### src/hdl/planar_arm_tip_and_direction_assert.svh
// Assertion macros for the arm tip block.
`ifndef PLANAR_ARM_TIP_AND_DIRECTION_ASSERT_SVH
`define PLANAR_ARM_TIP_AND_DIRECTION_ASSERT_SVH
`ifndef ASSERT_OFF
`define PATD_ASSERT_IMP(label, clk, rst_n, a, b) \
    label: assert property (@(posedge clk) disable iff (!rst_n) (a) |-> (b)) \
        else $error("assertion failed");
`define PATD_ASSERT_NXT(label, clk, rst_n, a, b) \
    label: assert property (@(posedge clk) disable iff (!rst_n) (a) |=> (b)) \
        else $error("assertion failed");
`else
`define PATD_ASSERT_IMP(label, clk, rst_n, a, b)
`define PATD_ASSERT_NXT(label, clk, rst_n, a, b)
`endif
`endif

### src/hdl/patd_pkg.sv
`timescale 1ns / 1ps
package patd_pkg;

    localparam int ANGLE_BITS   = 16;
    localparam int COORD_BITS   = 24;
    localparam int LEN_BITS     = 16;
    localparam int CORDIC_STEPS = 30;
    localparam int XY_BITS      = 34;
    localparam int Z_BITS       = 32;
    localparam int CS_BITS      = 32;
    localparam int PROD_BITS    = LEN_BITS + 1 + CS_BITS;
    localparam int RND_BITS     = COORD_BITS + 30;
    localparam int LANES        = 3;
    localparam int REG_INDEX_BITS = 2;
    // input stage, CORDIC steps, quadrant, multiply, round, output
    localparam int STAGES       = CORDIC_STEPS + 5;

    localparam logic signed [XY_BITS-1:0] CORDIC_GAIN = XY_BITS'(32'h26DD3B6A);
    localparam logic [ANGLE_BITS-1:0] QUARTER_TURN = ANGLE_BITS'(1) << (ANGLE_BITS - 2);

    localparam logic [REG_INDEX_BITS-1:0] REG_LINK_LENGTH = 2'd0;
    localparam logic [REG_INDEX_BITS-1:0] REG_BASE_HEIGHT = 2'd1;

    typedef struct packed {
        logic signed [COORD_BITS-1:0] base_x;
        logic signed [COORD_BITS-1:0] base_y;
        logic [ANGLE_BITS-1:0]        joint_angle_one;
        logic [ANGLE_BITS-1:0]        joint_angle_two;
        logic [ANGLE_BITS-1:0]        joint_angle_three;
    } item_t;

    typedef struct packed {
        logic signed [COORD_BITS-1:0] tip_x;
        logic signed [COORD_BITS-1:0] tip_y;
        logic [ANGLE_BITS-1:0]        direction;
    } result_t;

    typedef struct packed {
        logic signed [XY_BITS-1:0] x;
        logic signed [XY_BITS-1:0] y;
        logic signed [Z_BITS-1:0]  z;
    } lane_t;

    typedef struct packed {
        lane_t [LANES-1:0]            lane;
        logic [LANES-1:0][1:0]        quad;
        logic signed [COORD_BITS-1:0] bx;
        logic signed [COORD_BITS-1:0] ty;
        logic [ANGLE_BITS-1:0]        dir;
    } stage_t;

    function automatic logic signed [Z_BITS-1:0] atan_step(input logic [4:0] i);
        logic [31:0] v;
        case (i)
            5'd0:    v = 32'h20000000;
            5'd1:    v = 32'h12E4051E;
            5'd2:    v = 32'h09FB385B;
            5'd3:    v = 32'h051111D4;
            5'd4:    v = 32'h028B0D43;
            5'd5:    v = 32'h0145D7E1;
            5'd6:    v = 32'h00A2F61E;
            5'd7:    v = 32'h00517C55;
            5'd8:    v = 32'h0028BE53;
            5'd9:    v = 32'h00145F2F;
            5'd10:   v = 32'h000A2F98;
            5'd11:   v = 32'h000517CC;
            5'd12:   v = 32'h00028BE6;
            5'd13:   v = 32'h000145F3;
            5'd14:   v = 32'h0000A2FA;
            5'd15:   v = 32'h0000517D;
            5'd16:   v = 32'h000028BE;
            5'd17:   v = 32'h0000145F;
            5'd18:   v = 32'h00000A30;
            5'd19:   v = 32'h00000518;
            5'd20:   v = 32'h0000028C;
            5'd21:   v = 32'h00000146;
            5'd22:   v = 32'h000000A3;
            5'd23:   v = 32'h00000051;
            5'd24:   v = 32'h00000029;
            5'd25:   v = 32'h00000014;
            5'd26:   v = 32'h0000000A;
            5'd27:   v = 32'h00000005;
            5'd28:   v = 32'h00000003;
            5'd29:   v = 32'h00000001;
            default: v = 32'h00000000;
        endcase
        return $signed(v);
    endfunction

    // Q30 product to whole units of the length, halves away from zero, wrapped to coordinate width
    function automatic logic signed [COORD_BITS-1:0] round_q30(
        input logic signed [PROD_BITS-1:0] v);
        logic signed [RND_BITS-1:0] w;
        logic [RND_BITS-1:0]        mag;
        logic [RND_BITS-1:0]        sum;
        logic [COORD_BITS-1:0]      r;
        w   = RND_BITS'(v);
        mag = w[RND_BITS-1] ? RND_BITS'(-w) : RND_BITS'(w);
        sum = mag + (RND_BITS'(1) << 29);
        r   = sum[RND_BITS-1:30];
        return w[RND_BITS-1] ? $signed(-r) : $signed(r);
    endfunction

endpackage

### src/hdl/patd_scale.sv
`timescale 1ns / 1ps
module patd_scale
(
    input  logic                                      clk,
    input  logic                                      en_mul,
    input  logic                                      en_rnd,
    input  logic [patd_pkg::LEN_BITS-1:0]             len,
    input  logic signed [patd_pkg::CS_BITS-1:0]       c,
    input  logic signed [patd_pkg::CS_BITS-1:0]       s,
    output logic signed [patd_pkg::COORD_BITS-1:0]    rc,
    output logic signed [patd_pkg::COORD_BITS-1:0]    rs
);

    logic signed [patd_pkg::PROD_BITS-1:0]  pc_reg;
    logic signed [patd_pkg::PROD_BITS-1:0]  ps_reg;
    logic signed [patd_pkg::PROD_BITS-1:0]  pc_next;
    logic signed [patd_pkg::PROD_BITS-1:0]  ps_next;
    logic signed [patd_pkg::COORD_BITS-1:0] rc_reg;
    logic signed [patd_pkg::COORD_BITS-1:0] rs_reg;

    assign pc_next = patd_pkg::PROD_BITS'($signed({1'b0, len}) * c);
    assign ps_next = patd_pkg::PROD_BITS'($signed({1'b0, len}) * s);

    always_ff @(posedge clk)
    begin
        if (en_mul)
        begin
            pc_reg <= pc_next;
            ps_reg <= ps_next;
        end
        if (en_rnd)
        begin
            rc_reg <= patd_pkg::round_q30(pc_reg);
            rs_reg <= patd_pkg::round_q30(ps_reg);
        end
    end

    assign rc = rc_reg;
    assign rs = rs_reg;

endmodule
### config.mk
export PLATFORM = sky130hd
export DESIGN_NAME = patd_scale
export DESIGN_NICKNAME = d
export VERILOG_FILES = /design/src/hdl/planar_arm_tip_and_direction_assert.svh /design/src/hdl/patd_pkg.sv /design/src/hdl/patd_scale.sv
export SDC_FILE = /design/constraint.sdc
export NUM_CORES = 2
export LEC_CHECK = 0
export BUFFER_PORTS_ARGS = -buffer_cell sky130_fd_sc_hd__buf_2
export CORE_ASPECT_RATIO = 1.2
export CORE_MARGIN = 3
export CORE_UTILIZATION = 60
export CTS_CLUSTER_SIZE = 25
export DETAILED_ROUTE_END_ITERATION = 7
export PLACE_DENSITY = 0.82
export SLEW_MARGIN = 20
export SYNTH_ARGS = -nofsm -noshare
export SYNTH_HDL_FRONTEND = slang
export SYNTH_SLANG_ARGS = --single-unit
### constraint.sdc
create_clock -name clk -period 16 [get_ports clk]
set_clock_uncertainty 0.15 [all_clocks]
set_input_delay 0.8 -clock clk [delete_from_list [all_inputs] [get_ports clk]]
set_output_delay 0.8 -clock clk [all_outputs]
set_load 0.05 [all_outputs]
==> impl_summary.txt <==
----------------------------------------------------
[Final layout]
  Final net count ... 6071
  Proportion of layout cells with a drive suffix above 1 ... 4.77%
  Most frequent standard cell in the layout excluding fill and tap cells ... sky130_fd_sc_hd__inv_1
  # fillers ... slightly below 6k
  Layout overhead on the synthesized area ... 3.81%
  Area of the multi-input gates ... 34400 µm²
  Area occupied by registers ... 4380 µm²
  Commonest non-fill, non-tap cells in the layout ... sky130_fd_sc_hd__inv_1 (1168), sky130_fd_sc_hd__fa_1 (978), sky130_fd_sc_hd__nand2_1 (646)

[Route]
  Post-Route WL ... 102000 µm
  Number of detailed-routing iterations run before antenna repair ... 5
  Remaining design rule violation count ... 0
  Via total after detailed routing ... 32.5k
  Number of nets with antenna violations after detailed routing ... 0
  Initial detailed-routing violation count ... 1998
  Average wire per standard cell ... 17.9 µm
  Drt via density ... 5.68

[Placed design]
  Gp weighted congestion ... 0.866
  HPWL after detailed placement ... slightly below 80000 µm
  Count of buffers inserted at the top-level ports ... 130

[Worst hold path]
  Worst hold path class ... flip-flop to flip-flop
  Count of cells along the worst hold path ... 2

[Critical path]
  Critical path class ... input port to flip-flop
  Levels on crit path ... 24
  Type of origin of the critical path ... input port
  Cell family with the largest share of critical-path delay ... adder cells
  Buf+Inv Stages, Crit Path ... 5
  Nature of the critical path endpoint ... flip-flop
  Depth of the worst register-to-register path ... 16
  Critical Path Slowest Stage Cell ... sky130_fd_sc_hd__buf_2
  Data arrival at the endpoint of the critical path ... 8.49 ns
  Crit path top cell by count ... sky130_fd_sc_hd__fa_1
  Required time at the worst-slack endpoint ... around 16 ns
  Cell-by-cell trace of the critical path ... buf_2 > and2_1 > fa_1 > inv_1 > fa_1 > fa_1 > fa_1 > inv_1 > fa_1 > inv_1 > fa_1 > inv_1 > ha_1 > a21oi_1 > nand2_1 > o22ai_1 > o21ai_0 > a41oi_1 > a211oi_1 > a211o_1 > a211o_1 > a221oi_1 > o21ai_0 > xor2_1
  Maximum cell stage delay along the critical path ... 0.80 ns
  Max Fanout on Critical Path ... 64

[Job]
  Max-Cap Viols ... 0

[STA]
  Setup Viol. Count Final ... 0
  Final period util ... between 50% and 60%
  Hold violation total from the final report ... 0
  Setup repair after global routing missed its margin ... false
  Maximum clock rate ... 119 MHz
  Post-Route Setup TNS ... 0 ns
  Fin. max-slew vios ... 0
  Minimum period implied by the final worst setup slack ... 8.41 ns
  Transition at the pin with the smallest max-transition slack ... roughly 1.1 ns
  Slew margin rel. ... a little over a quarter

[Die]
  Total number of placement rows ... 108
  # IOs ... 131
  Core outline area ... slightly above 70000 µm²
  Vertical extent of the die ... 303 µm
  Effective utilization at floorplan ... 60.8%
  DIE WIDTH ... between 200 and 300 µm
  Die area ... 76800 µm²

[Clock tree]
  Number of gates given a new drive strength after cts ... 0
  Sink Count ... 146
  Count of hold-fix buffers inserted at cts ... 0
  CTS max path bufs ... 2
  Reg clk slew, reported paths ... approximately 0.07 ns
  Post-CTS setup repair buffer count ... 0
  Clock latency on the worst-skew pair ... 0.48 ns
  Root buf cell ... sky130_fd_sc_hd__clkbuf_16
  TritonCTS clock tree ... built
  Total CTS buffers ... 17
  H-tree lvl count ... 4

[GRT]
  Remaining global-route overflow ... 0
  Number of global-route vias before repair ... 35.5k
  Number of antenna violations at the first check in global routing ... 3
  First-pass GRT wire length ... about 170000 µm
  Total routing usage reported by global routing ... between 20% and 30%
  Pin count of the biggest net entering global routing ... 65

[Synth]
  Number of storage elements in the synthesis netlist ... ~150
  Most frequently used flop master after synthesis ... sky130_fd_sc_hd__edfxtp_1
  Number of nets in the synthesized netlist ... ~6.1k
  Fraction of the yosys area taken by sequential cells ... 9.95%
  Netlist area before placement ... 44100 µm²
  Post-Synthesis Cells ... 4827
  Mean cell area of the mapped netlist ... 9.13 µm²
  YS warnings ... 0
  Fraction of registers with async set or reset after synthesis ... 0%
  Number of flops mapped to enable cells by yosys ... 146
  Yosys cell types ... 90

[Run status]
  Result of the run ... completed

----------------------------------------------------
==> cells in the mapped netlist, drive strengths merged (17+ instances only) <==
cell	instances	area [µm²]
inv	1168	4380
fa	978	19600
nand2	646	2420
and2	484	3030
ha	238	2980
clkbuf	220	826
edfxtp	146	4380
xnor2	137	1200
a21oi	105	526
nor2	98	375
o21ai	75	379
xor2	53	483
nor3	43	235
nand3	41	210
a21o	38	285
nand4	31	215
nor4	25	239
nand2b	22	138
a31oi	21	131
o31ai	20	174
and3	19	119
o21bai	17	128
==> through the flow <==
step / util, % / worst slack [ns] / hold slack, ns / instance area [µm²] / std cells
2_1_floorplan: - / 8.41 / 0.536 / 44100 / 4827
3_3_place_gp: 62.3 / 7.33 / 0.615 / 45200 / 5688
3_5_place_dp: 62.3 / 7.16 / 0.637 / 45200 / 5688
4_1_cts: 63.1 / 7.70 / 0.650 / 45800 / 5719
5_1_grt: 63.1 / 7.13 / 0.701 / 45800 / 5719
6_report: 63.1 / 7.59 / 0.643 / 45800 / 5720
==> cells by family after synthesis <==
group	synth area share, %
xor gates and xnor gates	3.82
adders and majority gates	51.2
DFF	9.95
and+or+nand+nor	17.0
muxes	0.329
AOI/OAI and AO/OA	5.86
buffers and inverters	11.9
==> final cells by class <==
| class | instances | share of cell area (%) |
|---|---|---|
| flip-flops and latches | 146 | 9.58 |
| inverters | 1169 | 9.59 |
| well taps | 935 | 2.56 |
| clock buffers | 19 | 0.946 |
| diodes | 1 | 0.00547 |
| multi-input cells | 3285 | 75.3 |
| clock inverters | 12 | 0.243 |
| repair buffers | 153 | 1.80 |
==> worst min-delay path: cells and delay by family (launching register included) <==
family	cells	cell delay (ns)
XOR/XNOR	2	0.26
flip-flops	1	0.43
==> per-layer routing <==
metal | GRT usage, % | routed length (µm) | up-vias
li1 | - | - | 14300
met1 | 34.6 | 37800 | 16500
met2 | 49.5 | 52500 | 1298
met3 | 4.31 | 7080 | 354
met4 | 13.7 | 4790 | 6
met5 | 0 | 40 | -
==> worst paths after layout <==
check / start / to / slack (ns)
worst min register to register: ps_reg[37]$_DFFE_PP_ / rs[7]$_DFFE_PP_ / 0.64
worst max-delay path: len[5] / ps_reg[47]$_DFFE_PP_ / 7.59
worst max register to register: pc_reg[18]$_DFFE_PP_ / rc[16]$_DFFE_PP_ / 10.54
worst min-delay path: ps_reg[37]$_DFFE_PP_ / rs[7]$_DFFE_PP_ / 0.64
Power is not shown: default switching activity piles up to over one toggle a cycle in this logic, so the estimate is an artifact.
